<file path="config.mk">
export PLATFORM = sky130hd
export DESIGN_NAME = cvhp_mac
export DESIGN_NICKNAME = d
export VERILOG_FILES = /design/src/hdl/cvhp_pkg.sv /design/src/hdl/cvhp_mac.sv
export SDC_FILE = /design/constraint.sdc
export NUM_CORES = 2
export LEC_CHECK = 0
export BUFFER_PORTS_ARGS = -buffer_cell sky130_fd_sc_hd__buf_4
export CAP_MARGIN = 5
export CORE_MARGIN = 2
export CORE_UTILIZATION = 33
export CTS_CLUSTER_SIZE = 14
export DETAILED_ROUTE_END_ITERATION = 16
export GPL_TIMING_DRIVEN = 0
export PLACE_DENSITY = 0.5
export SYNTH_ARGS = -nofsm -noshare
export SYNTH_HDL_FRONTEND = slang
export SYNTH_SLANG_ARGS = --single-unit
</file>
<file path="constraint.sdc">
create_clock -name clk -period 9.6 [get_ports clk]
set_input_delay 0.96 -clock clk [delete_from_list [all_inputs] [get_ports clk]]
set_output_delay 0.96 -clock clk [all_outputs]
set_load 0.05 [all_outputs]
</file>
<file path="src/hdl/cvhp_pkg.sv">
// Shared types, codes and constants for the homography predictor.
// No dependencies.
package cvhp_pkg;

  localparam int DIM = 3;
  localparam int ELEMENTS = 9;

  typedef enum logic [1:0] {
    ST_FIRST    = 2'd0,
    ST_PRED     = 2'd1,
    ST_SINGULAR = 2'd2,
    ST_SAT      = 2'd3
  } status_t;

  typedef enum logic [3:0] {
    S_IDLE, S_LDA, S_LDB, S_MUL, S_ACC, S_FIN, S_DIV_GO, S_DIV_WAIT, S_OUT
  } state_t;

  typedef enum logic [2:0] {
    PH_ADJ, PH_DET, PH_INV, PH_T, PH_P
  } phase_t;

  typedef enum logic [1:0] {
    SRC_PREV, SRC_CUR, SRC_ADJ, SRC_T
  } src_t;

  typedef struct packed {
    logic mul_en;
    logic acc_en;
    logic first;
    logic sub;
    logic clr;
  } mac_ctrl_t;

  // cofactor operand indexes: adj[k] = m[k][0]*m[k][1] - m[k][2]*m[k][3]
  function automatic logic [3:0] minor_idx(input logic [3:0] k, input logic [1:0] j);
    logic [15:0] row;
    begin
      unique case (k)
        4'd0: row = {4'd4, 4'd8, 4'd5, 4'd7};
        4'd1: row = {4'd2, 4'd7, 4'd1, 4'd8};
        4'd2: row = {4'd1, 4'd5, 4'd2, 4'd4};
        4'd3: row = {4'd5, 4'd6, 4'd3, 4'd8};
        4'd4: row = {4'd0, 4'd8, 4'd2, 4'd6};
        4'd5: row = {4'd2, 4'd3, 4'd0, 4'd5};
        4'd6: row = {4'd3, 4'd7, 4'd4, 4'd6};
        4'd7: row = {4'd1, 4'd6, 4'd0, 4'd7};
        4'd8: row = {4'd0, 4'd4, 4'd1, 4'd3};
        default: row = '0;
      endcase
      minor_idx = row[15 - 4 * j -: 4];
    end
  endfunction

endpackage

</file>
<file path="src/hdl/cvhp_mac.sv">
// Shared multiply-accumulate unit: 32x32 multiplier, 64-bit saturating
// accumulator, truncating rescale and 32-bit saturation. Uses cvhp_pkg.
module cvhp_mac #(
  parameter int FRAC_BITS = 16
) (
  input  logic                        clk,
  input  logic                        rst,
  input  cvhp_pkg::mac_ctrl_t         ctrl,
  input  logic signed [31:0]          opa,
  input  logic signed [31:0]          opb,
  output logic signed [31:0]          res,
  output logic                        res_sat,
  output logic signed [63-FRAC_BITS:0] scaled,
  output logic                        ovf
);
  import cvhp_pkg::*;

  localparam int DETW = 64 - FRAC_BITS;

  logic signed [63:0] prod;
  logic signed [63:0] acc;
  logic signed [63:0] acc_next;
  logic signed [64:0] base;
  logic signed [64:0] addend;
  logic signed [64:0] sum;
  logic               add_ovf;
  logic [63:0]        mag;
  logic [63:0]        sh;
  logic signed [63:0] scaled64;

  always_comb begin
    base   = ctrl.first ? 65'sd0 : {acc[63], acc};
    addend = ctrl.sub ? -{prod[63], prod} : {prod[63], prod};
    sum    = base + addend;
    add_ovf = sum[64] != sum[63];
    if (add_ovf) begin
      acc_next = sum[64] ? {1'b1, 63'd0} : {1'b0, {63{1'b1}}};
    end else begin
      acc_next = sum[63:0];
    end
  end

  always_ff @(posedge clk) begin
    if (ctrl.mul_en) begin
      prod <= opa * opb;
    end
    if (ctrl.acc_en) begin
      acc <= acc_next;
    end
  end

  always_ff @(posedge clk) begin
    if (rst || ctrl.clr) begin
      ovf <= 1'b0;
    end else if (ctrl.acc_en && add_ovf) begin
      ovf <= 1'b1;
    end
  end

  always_comb begin
    mag      = acc[63] ? (~acc + 64'd1) : acc;
    sh       = mag >> FRAC_BITS;
    scaled64 = acc[63] ? -$signed(sh) : $signed(sh);
    scaled   = scaled64[DETW-1:0];
    if (scaled64 > 64'sd2147483647) begin
      res     = 32'sh7fffffff;
      res_sat = 1'b1;
    end else if (scaled64 < -64'sd2147483648) begin
      res     = 32'sh80000000;
      res_sat = 1'b1;
    end else begin
      res     = scaled64[31:0];
      res_sat = 1'b0;
    end
  end

endmodule

</file>
Yosys cells after proc, flatten, opt, wreduce, memory -nomap -nowiden
Index checks and enable logic that the tools add are counted.
{ "classes": {"addsub": 4, "muxes": 10, "n_shift": 0, "multipliers": 1, "n_lt_le_gt_ge": 2, "n_bitwise": 1, "n_reduce_logical": 2, "eq_ne": 1, "div_mod_pow": 0} }
{ "op_table": {"columns": ["cell", "count"], "rows": [
  ["2-to-1 mux 64 bit", 4],
  ["2-to-1 mux 65 bit", 2],
  ["adder 65 bit", 1],
  ["negation 65 bit", 1],
  ["adder 64 x 1 -> 64 bit, second input constant", 1],
  ["> comparator 64 x 32 -> 1 bit, second input constant", 1],
  ["< comparator 64 x 32 -> 1 bit, second input constant", 1],
  ["multiplier 32 x 32 -> 64 bit", 1],
  ["2-to-1 mux 32 bit", 2],
  ["negation 48 -> 64 bit", 1],
  ["inverter 64 bit", 1],
  ["2-to-1 mux 1 bit", 2],
  ["logical AND 1 bit", 1],
  ["logical OR 1 bit", 1],
  ["!= test 1 bit", 1]
]} }
{ "word_totals": {"latchBits": 0, "output_inout_bits": 82, "in_bits": 71, "n_memories": 0, "register_bits": 129, "rom_bits": 0, "elab_cells": 24, "ramBits": 0} }

Longest topological paths before layout
{ "logic_depth": {"depth_word": 8, "ltp_mapped": 29, "ltp_nobuf": 28} }

Worst setup path before layout
No wires, ideal clock.
{ "synth_timing": {"path_kind": "in2reg", "from": "in opb[2]", "to": "reg prod[63] (data pin)", "arrival_time_ps": 8051, "n_path_buf": 1, "t_required_ps": 9340, "setup_time_ps": 260, "path_stages": 24, "setup_slack_ps": 1289, "path_cell_list": "clkbuf_1 -> nand2_1 -> inv_1 -> fa_1 -> fa_1 -> fa_1 -> fa_1 -> inv_1 -> fa_1 -> inv_1 -> fa_1 -> inv_1 -> fa_1 -> inv_1 -> fa_1 -> ha_1 -> a21boi_0 -> o21ai_0 -> or3_1 -> o21ai_0 -> a21o_1 -> a21oi_1 -> a31oi_1 -> xnor2_1"} }
{ "synth_via": {"elab_chain_cells": 1} }
{ "synth_rtl": {"columns": ["element", "line", "text"], "rows": [
  ["from (decl)", "cvhp_mac.sv:10", "input logic signed [31:0] opb,"],
  ["multiplier 32 x 32 -> 64 bit", "cvhp_mac.sv:45", "prod <= opa * opb;"],
  ["to (signal assigned)", "cvhp_mac.sv:45", null],
  ["to (decl)", "cvhp_mac.sv:20", "logic signed [63:0] prod;"]
]} }
Every way passes these cells.
A chain may end at the register's enable or synchronous reset.

Final worst setup path
{ "layout_timing": {"from": "in opb[18]", "to": "reg prod[62] (data pin)"} }
Same word-level chain as after synthesis.

==> results.txt <==
Tightest slew margin relative to the limit = 13.4%
Synthesized area = 0.0483 mm²
Cell depth of the worst hold path = 2
FF-to-FF Start = prod[12]
Final-report setup violation count = 0
Placeable core area = 0.145 mm²
H-Tree Level Count = 4
Final hold slack = 0.515 ns
Top-area cell type share of the netlist area = 44.9%
Worst-path clk slew = 0.06 ns
Number of buffers created by CTS = 17
Time the final worst path needs with I/O delays and setup = 9.45 ns
Clock tree from TritonCTS = done
Final Wtd Congestion = 0.984
R2R Path End = acc[57]
Area growth, synth to finish = 8.92%
Estimated wirelength of the detail-placed design = 151000 µm
Peak fanout along the critical path = 10
Final Hold Violating Endpoints = 0
Final Cycle Share = 98.4%
Effective utilization at floorplan = 33.2%
Critical path buffer and inverter count = 5
Total number of vias = 36986
Synth top area cells = sky130_fd_sc_hd__fa_1, sky130_fd_sc_hd__edfxtp_1, sky130_fd_sc_hd__inv_1
Achievable Freq = 106 MHz
Cell depth of the worst flop-to-flop path = 22
Data required time of the worst path = 9.77 ns
Latest clock arrival within the worst-skew pair = 0.45 ns
Launch point of the worst hold path = ovf
Detailed-route wire length = 177000 µm
Number of global-route vias before repair = 38852
Status = finished, final reports clean
Overall die area = 0.149 mm²
Worst Skew = 0.0161 ns
Floorplan die width = 386 µm
Setup slack, reg-to-reg = 1.32 ns
Ys Warns = 0
Cell seen most often among critical-path stages = sky130_fd_sc_hd__fa_1
Most used DFF post-synth = sky130_fd_sc_hd__edfxtp_1
EDFF count, synth = 128
Maximum clock insertion buffer count = 2
Count of port buffers added during placement = 151
Number of design rule violations left after detail routing = 0
Remaining antenna violation count after routing = 0
Critical-path cell with the highest stage delay = sky130_fd_sc_hd__fa_1
Net Count, Synth = 6604
Most common library cell in the layout ignoring fill and taps = sky130_fd_sc_hd__fa_1
Drt wl/cell = 24.3 µm
Critical path startpoint category = primary input
Number of top-level pins = 153
Endpoint class of the critical path = flip-flop
Kind of critical path = in2reg
Cells after synthesis = 5200
Number of iterations in the first detailed-routing pass = 6
Number of nets in the layout = 6778
Share of cells above drive strength 1 = 5.20%
Dominant cell type by area after synthesis = sky130_fd_sc_hd__fa_1
Classification of the worst-slack hold path = reg2reg
Pin count of the biggest net entering global routing = 67
Rows = 140
Avg Inst Size Synth = 9.28 µm²
Die height = 386 µm
Yosys cell types = 85
Wire length of the first global-routing pass = 261000 µm
Clock sink count = 129
Flip-flop and latch count after synthesis = 129
Delay of the slowest cell on the worst path = 0.76 ns
Total routing resource utilization after global routing = 24.0%
Slew at the pin closest to its max-slew limit = 1.30 ns
Signal arrival time at the worst endpoint = 9.62 ns
Initial antenna violation count = 9
Ys async rst share = 0%
Max-cap violation count = 0
Master cell of the clock root buffer = sky130_fd_sc_hd__clkbuf_16
DRC marker count from the first detailed-route iteration = 2641
Overflow left after global routing = 0
Top library cells by usage in the layout, fill and taps aside = sky130_fd_sc_hd__fa_1, sky130_fd_sc_hd__inv_1, sky130_fd_sc_hd__nand2_1, sky130_fd_sc_hd__and2_1, sky130_fd_sc_hd__ha_1
Average vias per placed instance = 5.06
Sequential fraction of the synthesis area = 8.01%
Hold Crit Endpoint = ovf
# hold bufs at CTS = 0
Max-slew violations = 0
Crit-path leading delay family = adder cells
## flip-flops by register name, indices dropped and copies added (netlist names)
signal / count
prod: 64
ovf: 1
acc: 64
## worst reg2reg max path, delay by kind of cell (launching register included)
kind | cells | cell delay, ns
DFF | 1 | 0.42
buffers and inverters | 3 | 1.05
and+or+nand+nor | 7 | 3.46
xor gates and xnor gates | 2 | 0.39
AOI/OAI and AO/OA | 9 | 2.42
adders and majority gates | 1 | 0.25
## worst max path at each step
stage               startpoint  endpoint  slack [ns]  cells past startpoint
floorplan               opb[2]  prod[63]        1.29                     24
global placement        opb[5]  prod[63]       -0.92                     27
detailed placement      opb[5]  prod[63]       -0.89                     27
CTS                     opb[3]  prod[63]       0.008                     23
global route           opa[13]  prod[63]      -0.006                     28
finish                 opb[18]  prod[62]        0.15                     27
## Yosys cell counts (all sizes together) (5+ instances only)
cell and number:
and2 525, nor3 49, o21a 14, buf 16
a21o 95, nand2b 28, or2 14, clkbuf 257
and3 22, a211o 5, edfxtp 128, xnor2 183
nor2 132, xor2 68, nand3 51, a21bo 31
nor3b 8, maj3 11, a211oi 18, o31ai 31
nand3b 5, o21ai 125, or3 24, fa 1083
nand4 39, or4 14, nand2 602, o41ai 12
mux2i 9, nor4 23, ha 250, nor2b 73
a31oi 25, o21bai 16, o211ai 20, a21oi 152
and4 7, inv 971
## cell families (layout without fill, tap and decap cells)
logic type / count (synthesis) / after routing / share of synthesized area [%]
and+or+nand+nor: 1627 / 1627 / 17.6
adders and majority gates: 1344 / 1344 / 51.6
muxes: 11 / 11 / 0.233
buffers and inverters: 1244 / 1431 / 9.78
AOI/OAI and AO/OA: 594 / 594 / 8.18
xor gates and xnor gates: 251 / 251 / 4.61
other: 0 / 6 / 0
DFF: 129 / 129 / 8.01
## area by class of cell
cell class,count,area [µm²]
repair buffers,161,1230
plain buffers,267,1100
diodes,6,15.0
clock buffers,19,433
flip-flops and latches,129,3860
inverters,971,3650
clock inverters,13,191
fillers,15069,92800
well taps,1917,2400
multi-input cells,3827,39700
## routing by layer
metal | track usage [%] | share of wire, %
met5 | 0 | 0.038
met4 | 8.75 | 4.3
met3 | 5.41 | 8.2
met2 | 38.9 | 45
met1 | 31.5 | 42
## timing repair
item	4_1_cts	5_1_grt
setup buffers	0	8
setup endpoints to repair	6	13
resized for setup	5	93
pin swaps	0	0
gates cloned	0	0
## stage by stage
step	instance area [µm²]	setup TNS [ns]	utilization, %	worst slack (ns)	std cells
6_report	52600	0	36.1	0.154	7310
5_1_grt	52500	-0.00613	36.1	-0.00613	7304
4_1_cts	52400	0	36.1	0.00832	7298
3_5_place_dp	51800	-6.15	35.6	-0.893	7270
3_3_place_gp	51800	-6.36	35.6	-0.916	7268
2_1_floorplan	48300	0	-	1.29	5200
Power is left out: the tool's default activity adds up to more than one toggle a clock period on the data nets, which glitch-free logic cannot reach.
