===== src/hdl/cvhp_pkg.sv =====
// Shared types, codes and constants for the homography predictor.
// No dependencies.
package cvhp_pkg;

  localparam int DIM = 3;
  localparam int ELEMENTS = 9;

  typedef enum logic [1:0] {
    ST_FIRST    = 2'd0,
    ST_PRED     = 2'd1,
    ST_SINGULAR = 2'd2,
    ST_SAT      = 2'd3
  } status_t;

  typedef enum logic [3:0] {
    S_IDLE, S_LDA, S_LDB, S_MUL, S_ACC, S_FIN, S_DIV_GO, S_DIV_WAIT, S_OUT
  } state_t;

  typedef enum logic [2:0] {
    PH_ADJ, PH_DET, PH_INV, PH_T, PH_P
  } phase_t;

  typedef enum logic [1:0] {
    SRC_PREV, SRC_CUR, SRC_ADJ, SRC_T
  } src_t;

  typedef struct packed {
    logic mul_en;
    logic acc_en;
    logic first;
    logic sub;
    logic clr;
  } mac_ctrl_t;

  // cofactor operand indexes: adj[k] = m[k][0]*m[k][1] - m[k][2]*m[k][3]
  function automatic logic [3:0] minor_idx(input logic [3:0] k, input logic [1:0] j);
    logic [15:0] row;
    begin
      unique case (k)
        4'd0: row = {4'd4, 4'd8, 4'd5, 4'd7};
        4'd1: row = {4'd2, 4'd7, 4'd1, 4'd8};
        4'd2: row = {4'd1, 4'd5, 4'd2, 4'd4};
        4'd3: row = {4'd5, 4'd6, 4'd3, 4'd8};
        4'd4: row = {4'd0, 4'd8, 4'd2, 4'd6};
        4'd5: row = {4'd2, 4'd3, 4'd0, 4'd5};
        4'd6: row = {4'd3, 4'd7, 4'd4, 4'd6};
        4'd7: row = {4'd1, 4'd6, 4'd0, 4'd7};
        4'd8: row = {4'd0, 4'd4, 4'd1, 4'd3};
        default: row = '0;
      endcase
      minor_idx = row[15 - 4 * j -: 4];
    end
  endfunction

endpackage


===== src/hdl/cvhp_div.sv =====
// Iterative signed divider, one quotient bit per cycle, truncating toward
// zero, result saturated to 32 bits. Uses cvhp_pkg.
module cvhp_div #(
  parameter int FRAC_BITS = 16
) (
  input  logic                         clk,
  input  logic                         rst,
  input  logic                         start,
  input  logic signed [31:0]           dividend,
  input  logic signed [63-FRAC_BITS:0] divisor,
  output logic                         done,
  output logic signed [31:0]           quot,
  output logic                         quot_sat
);
  import cvhp_pkg::*;

  localparam int DETW = 64 - FRAC_BITS;
  localparam int NW   = 32 + FRAC_BITS;
  localparam int RW   = DETW + 1;
  localparam int CW   = $clog2(NW + 1);

  logic          busy;
  logic [CW-1:0] cnt;
  logic [NW-1:0] num;
  logic [DETW-1:0] den;
  logic [RW-1:0] rem;
  logic          neg;
  logic [RW-1:0] shifted;
  logic          qbit;
  logic [31:0]   amag;
  logic [NW-1:0] lim;

  always_comb begin
    shifted = {rem[RW-2:0], num[NW-1]};
    qbit    = shifted >= {1'b0, den};
    amag    = dividend[31] ? (~dividend + 32'd1) : dividend;
    lim     = NW'(1) << 31;
  end

  always_ff @(posedge clk) begin
    if (rst) begin
      busy <= 1'b0;
      done <= 1'b0;
    end else begin
      done <= busy && cnt == CW'(1);
      if (start) begin
        busy <= 1'b1;
      end else if (busy && cnt == CW'(1)) begin
        busy <= 1'b0;
      end
    end
  end

  always_ff @(posedge clk) begin
    if (start) begin
      num <= {amag, {FRAC_BITS{1'b0}}};
      den <= divisor[DETW-1] ? (~divisor + DETW'(1)) : divisor;
      rem <= '0;
      cnt <= CW'(NW);
      neg <= dividend[31] ^ divisor[DETW-1];
    end else if (busy) begin
      rem <= qbit ? (shifted - {1'b0, den}) : shifted;
      num <= {num[NW-2:0], qbit};
      cnt <= cnt - CW'(1);
    end
  end

  always_comb begin
    if (neg) begin
      quot_sat = num > lim;
      quot     = quot_sat ? 32'sh80000000 : -$signed(num[31:0]);
    end else begin
      quot_sat = num >= lim;
      quot     = quot_sat ? 32'sh7fffffff : $signed(num[31:0]);
    end
  end

endmodule


===== config.mk =====
export PLATFORM = sky130hd
export DESIGN_NAME = cvhp_div
export DESIGN_NICKNAME = d
export VERILOG_FILES = /design/src/hdl/cvhp_pkg.sv /design/src/hdl/cvhp_div.sv
export SDC_FILE = /design/constraint.sdc
export NUM_CORES = 1
export LEC_CHECK = 0
export BUFFER_PORTS_ARGS = -buffer_cell sky130_fd_sc_hd__buf_2
export CORE_MARGIN = 1.5
export CORE_UTILIZATION = 61
export DETAILED_ROUTE_END_ITERATION = 8
export PLACE_DENSITY = 0.91
export REMOVE_ABC_BUFFERS = 1
export SYNTH_ARGS = -nofsm -noshare
export SYNTH_HDL_FRONTEND = slang
export SYNTH_SLANG_ARGS = --single-unit

===== constraint.sdc =====
create_clock -name clk -period 10 [get_ports clk]
set_input_delay 1.5 -clock clk [delete_from_list [all_inputs] [get_ports clk]]
set_output_delay 1.5 -clock clk [all_outputs]
set_load 0.03 [all_outputs]

### Word-level counts from Yosys, hierarchy flattened

Cells that the tools add are included.

| storage, ports and cells | value |
|---|---|
| input port bits | 83 |
| memories kept | 0 |
| word-level logic and storage cells | 35 |
| latch bits | 0 |
| output and inout bits | 34 |
| memory bits (writable) | 0 |
| register bits after elaboration | 153 |
| ROM bits | 0 |

| cells by class | value |
|---|---|
| multipliers | 0 |
| reduce and logical (&&, ||, !) cells | 3 |
| eq/ne operators | 1 |
| bitwise operators | 3 |
| magnitude comparators | 3 |
| add/sub/neg operators | 5 |
| shift operators | 0 |
| div/mod/pow operators | 0 |
| multiplexer cells | 11 |

Operators with widths:

| cell | number |
|---|---|
| 48-bit two-way mux | 3 |
| 32-bit two-way mux | 4 |
| 49-bit by 48-bit >= comparator with 1-bit output | 1 |
| 48-bit by 2-bit adder with 48-bit output, second input constant | 1 |
| 48-bit by 32-bit >= comparator with 1-bit output, second input constant | 1 |
| 48-bit by 32-bit greater-than comparator with 1-bit output, second input constant | 1 |
| 48-bit NOT | 1 |
| 48-bit subtractor | 1 |
| 47-bit two-way mux | 1 |
| 32-bit by 1-bit adder with 32-bit output, second input constant | 1 |
| 32-bit negation | 1 |
| 32-bit NOT | 1 |
| 6-bit by 1-bit equality test with 1-bit output, second input constant | 1 |
| 6-bit by 1-bit subtractor with 6-bit output, second input constant | 1 |
| 2-bit nonzero test | 2 |
| 1-bit two-way mux | 3 |
| 1-bit logical AND | 1 |
| 1-bit bitwise XOR | 1 |

### Logic depth before layout (Yosys ltp)

| logic depth | value |
|---|---|
| depth in word-level cells | 4 |
| depth in mapped cells | 14 |
| depth with buffers taken out | 13 |

### Worst setup path before layout

OpenSTA, ideal clock, no wires.

| path | value |
|---|---|
| path kind | reg2out |
| from | register num[0] |
| to | output quot[10] |
| arrival | 4.024 ns |
| buffers on the path | 1 |
| required time | 8.500 ns |
| cell stages (with the launch flop) | 13 |
| slack | 4.476 ns |
| cell sequence | dfxtp_1 -> inv_1 -> ha_1 -> or3b_2 -> or3_1 -> nor4_2 -> nand2_1 -> or2_1 -> o41ai_1 -> nand2b_1 -> or2_1 -> buf_2 -> o311ai_0 |

| on the way | value |
|---|---|
| cells in the longest elaborated chain, start to end | 3 |
| elaborated cells on any way between the ends | 6 |
| classes of those cells | add/sub: 1; order compare: 2; mux: 3 |

Ends and longest elaborated chain:

| what | line | source |
|---|---|---|
| start: declaration | cvhp_div.sv:24 | `logic [NW-1:0] num;` |
| start signal: assignment | cvhp_div.sv:56 | `num <= {amag, {FRAC_BITS{1'b0}}};` |
| start signal: assignment | cvhp_div.sv:63 | `num <= {num[NW-2:0], qbit};` |
| 48-bit by 32-bit >= comparator with 1-bit output (tied with other cells) | cvhp_div.sv:73 | `quot_sat = num >= lim;` |
| 32-bit two-way mux, on equally long branches | cvhp_div.sv:74, cvhp_div.sv:71 |  |
| 32-bit two-way mux * | cvhp_div.sv:69 | `if (neg) begin` |
| end: declaration | cvhp_div.sv:12 | `output logic signed [31:0] quot,` |

Mark *: on every way between the ends. The rest lies on a longest branch, timed or not.

### Worst setup path after layout

| path | value |
|---|---|
| from | register num[0] |
| to | output quot[2] |

Same word-level chain as after synthesis.

==> impl_metrics.xml <==
<?xml version="1.0" encoding="UTF-8"?>
<metrics>
  <group name="outcome">
    <metric name="status" unit="">completed</metric>
  </group>
  <group name="yosys">
    <metric name="synth.avg_cell_area" unit="µm²">8.43</metric>
    <metric name="synth-compound-area-share" unit="">0.229</metric>
    <metric name="yosys.area_share.adder" unit="">0.0610</metric>
    <metric name="netlist_area" unit="mm²">0.0112</metric>
    <metric name="netlist.area_leader.share" unit="">0.217</metric>
    <metric name="yosys.area_share.xor_xnor" unit="">0.0978</metric>
    <metric name="synth_top_area_cell" unit="">edfxtp_1</metric>
    <metric name="synth_area_leaders" unit="">edfxtp_1 (22%), dfxtp_1 (13%), xnor2_1 (7.9%), ha_1 (5.9%), nor2_1 (4.8%)</metric>
    <metric name="yosys_warnings" unit="">0</metric>
    <metric name="syn_inst" unit="">1328</metric>
    <metric name="post_synth_edffs" unit="">81</metric>
    <metric name="synth_simple_gate_area_share" unit="">0.193</metric>
    <metric name="synth_ff_type" unit="">edfxtp_1</metric>
    <metric name="synthMuxAreaShare" unit="">0.0250</metric>
    <metric name="yosys_register_bits" unit="">153</metric>
    <metric name="yosysSeqAreaShare" unit="">0.346</metric>
    <metric name="synth_top_family_by_area" unit="">compound AO/OA/AOI/OAI gates</metric>
    <metric name="ys_async_sr_fraction" unit="">0</metric>
    <metric name="synthDistinctLibCells" unit="">69</metric>
  </group>
  <group name="global_route">
    <metric name="first_global_vias" unit="">9992</metric>
    <metric name="groute.usage.overall" unit="">0.293</metric>
    <metric name="grt_pass1_wl" unit="mm">47.1</metric>
    <metric name="total_overflow_reported_by_the_global_router" unit="">0</metric>
    <metric name="grt_max_degree" unit="">86</metric>
    <metric name="number_of_antenna_violations_at_the_first_check_in_global_routing" unit="">0</metric>
  </group>
  <group name="clock_tree">
    <metric name="cts_hold_buffers" unit="">0</metric>
    <metric name="cts_made_buffers" unit="">17</metric>
    <metric name="cts_sinks" unit="">153</metric>
    <metric name="clock_tree.root_cell" unit="">clkbuf_16</metric>
    <metric name="number_of_cells_upsized_or_downsized_after_cts" unit="">0</metric>
    <metric name="h_tree_levels" unit="">4</metric>
    <metric name="clk_pin_slew_worst_paths" unit="ps">60</metric>
    <metric name="ctsLongestPathBuffers" unit="">2</metric>
    <metric name="clkLatencyLatePin" unit="ps">440</metric>
    <metric name="cts_tree" unit="">yes</metric>
    <metric name="post_cts_buffers" unit="">0</metric>
  </group>
  <group name="critical_path">
    <metric name="worstPathRequired" unit="ps">8500</metric>
    <metric name="critical_path_endpoint_category" unit="">output pin</metric>
    <metric name="crit_arrival" unit="ps">4650</metric>
    <metric name="cp_slowest_stage_delay" unit="ps">480</metric>
    <metric name="worst_setup_path_type" unit="">register to output pin</metric>
    <metric name="critical_path_peak_fanout" unit="">31</metric>
    <metric name="critical_path.startpoint_type" unit="">register</metric>
    <metric name="timing.critical_path.slowest_stage_cell" unit="">or3b_2</metric>
    <metric name="worstPathCellList" unit="">inv_1 &gt; ha_1 &gt; or3b_2 &gt; or3_1 &gt; nor4_2 &gt; nand2_1 &gt; or2_1 &gt; o41ai_1 &gt; nand2b_1 &gt; buf_4 &gt; or2_1 &gt; o311ai_0 &gt; buf_2</metric>
    <metric name="critical_path.most_common_cell" unit="">or2_1</metric>
  </group>
  <group name="power">
    <metric name="power-per-cell-area" unit="mW/mm²">152</metric>
    <metric name="total_power" unit="mW">1.90</metric>
    <metric name="p_leak" unit="nW">5.11</metric>
    <metric name="worst_ir_drop_vdd" unit="mV">0.139</metric>
  </group>
  <group name="timing">
    <metric name="fmax" unit="MHz">163</metric>
    <metric name="tightest_slew" unit="ps">1020</metric>
    <metric name="rsz0062_at_grt" unit="">false</metric>
    <metric name="fin_hold_ws" unit="ps">495</metric>
    <metric name="max_slew_margin" unit="">0.322</metric>
    <metric name="final-max-slew-violation-count" unit="">0</metric>
    <metric name="post-route-period-util" unit="">0.615</metric>
    <metric name="finalSetupViolations" unit="">0</metric>
    <metric name="skew" unit="ps">12.3</metric>
    <metric name="setup-tns-final" unit="ps">0</metric>
    <metric name="report.final.hold_viol_count" unit="">0</metric>
    <metric name="min_period" unit="ps">6150</metric>
  </group>
  <group name="route">
    <metric name="wire_per_inst" unit="µm">17.0</metric>
    <metric name="drc" unit="">0</metric>
    <metric name="detailroute.via_count" unit="">10400</metric>
    <metric name="route.detailed.vias_per_inst" unit="">6.34</metric>
    <metric name="drt.antenna.violating_nets" unit="">0</metric>
    <metric name="drt_iter0_markers" unit="">879</metric>
    <metric name="drt_wl_total" unit="mm">27.9</metric>
    <metric name="detail_route.first_pass.iterations" unit="">6</metric>
  </group>
  <group name="layout">
    <metric name="layout-drive-gt1-share" unit="">0.130</metric>
    <metric name="mostFrequentLayoutCell" unit="">nor2_1</metric>
    <metric name="flow.area_growth_from_synthesis" unit="%">11.3</metric>
    <metric name="seqCellArea" unit="mm²">0.00387</metric>
    <metric name="multiInputGateArea" unit="mm²">0.00681</metric>
    <metric name="design.final.nets" unit="">1538</metric>
    <metric name="fill_count" unit="">1346</metric>
    <metric name="most-common-layout-cells" unit="">nor2_1 (143), buf_2 (115), xnor2_1 (101), nand2_1 (94), a21oi_1 (93)</metric>
  </group>
  <group name="floorplanning">
    <metric name="design.die.area" unit="mm²">0.0192</metric>
    <metric name="floorplan.die.width" unit="µm">138</metric>
    <metric name="core.rowCount" unit="">49</metric>
    <metric name="core_area" unit="mm²">0.0180</metric>
    <metric name="boundaryPins" unit="">117</metric>
    <metric name="die_h" unit="µm">138</metric>
    <metric name="initial_core_util" unit="">0.623</metric>
  </group>
  <group name="flow_run">
    <metric name="drv.max_cap_violation_count" unit="">0</metric>
  </group>
  <group name="worst_hold_path">
    <metric name="timing.hold.worst.class" unit="">register to register</metric>
  </group>
  <group name="placed_design">
    <metric name="detailedPlacementHpwl" unit="mm">19.8</metric>
    <metric name="place.gp.congestion" unit="">0.959</metric>
    <metric name="port_buffers" unit="">116</metric>
  </group>
</metrics>
==> routing by layer <==
metal	share of wire	track usage
met5	0	0
met1	0.43	0.375
met4	0.018	0.0958
met2	0.48	0.501
met3	0.072	0.0568
==> power breakdown <==
| part | switching, mW | internal (mW) |
|---|---|---|
| logic | 0.315 | 0.195 |
| registers | 0.0362 | 0.723 |
| clock network | 0.271 | 0.356 |
==> synth_stat cells, types with 5 or more instances <==
cell        n
nor3b_1    11
nand2_1    94
a22oi_1     6
or2_2      10
a31oi_1     9
or4_1       9
nor2_1    144
xnor2_1   101
o22ai_1    13
o41ai_1    14
inv_1      71
o311ai_0    5
mux2i_1    28
ha_1       53
dfxtp_1    72
nand2b_1   28
nor3_1     33
o21ai_0    89
xor2_1     24
clkbuf_1   63
nor2b_1    10
o21bai_1    6
a22o_1     32
a21o_1     16
a211o_1     9
o31ai_1    22
a211oi_1   36
a21oi_1    93
nand3_1    17
nand4_1    12
a32oi_1     8
or3_1      23
and4_1      5
and3_1      7
edfxtp_1   81
nor4_1     14
==> worst max-delay path: cells and delay by family (launching register included) <==
family          cells  cell delay (ps)
compound gates      2              780
simple gates        7             2230
fa+ha+maj           1              210
buf+inv             3              630
flops               1              330
==> path summary, 6_finish.rpt <==
kind	from	end	slack [ps]	cells after the start
worst max register to register	den[28]	rem[36]	5590	13
worst min-delay path	rem[18]	rem[18]	490	2
worst min register to register	rem[18]	rem[18]	490	2
worst max-delay path	num[0]	quot[2]	3850	13
==> cells by family after synthesis <==
logic type | count (synthesis)
compound gates | 389
xor+xnor | 125
fa+ha+maj | 54
buf+inv | 142
flops | 153
mux | 28
simple gates | 437
==> layout make-up <==
class	count	area share
repair buffers	124	0.0516
diodes	1	0.000201
clock inverters	11	0.00653
flip-flops and latches	153	0.311
clock buffers	21	0.0396
inverters	72	0.0217
well taps	229	0.0230
multi-input cells	1033	0.546
==> per-stage QoR <==
step / utilization / instances / setup slack [ps] / cell area (µm²)
floorplan: - / 1258 / 4110 / 10900
global placement: 0.661 / 1611 / 4640 / 11900
detailed placement: 0.661 / 1611 / 4410 / 11900
CTS: 0.693 / 1643 / 3910 / 12500
global route: 0.693 / 1643 / 3640 / 12500
finish: 0.694 / 1644 / 3850 / 12500
==> state kept, by name (all words and copies together) (netlist names) <==
name / flops
done: 1
rem: 48
cnt: 6
neg: 1
den: 48
busy: 1
num: 48
Note: power is estimated with default switching activity, not from simulation.
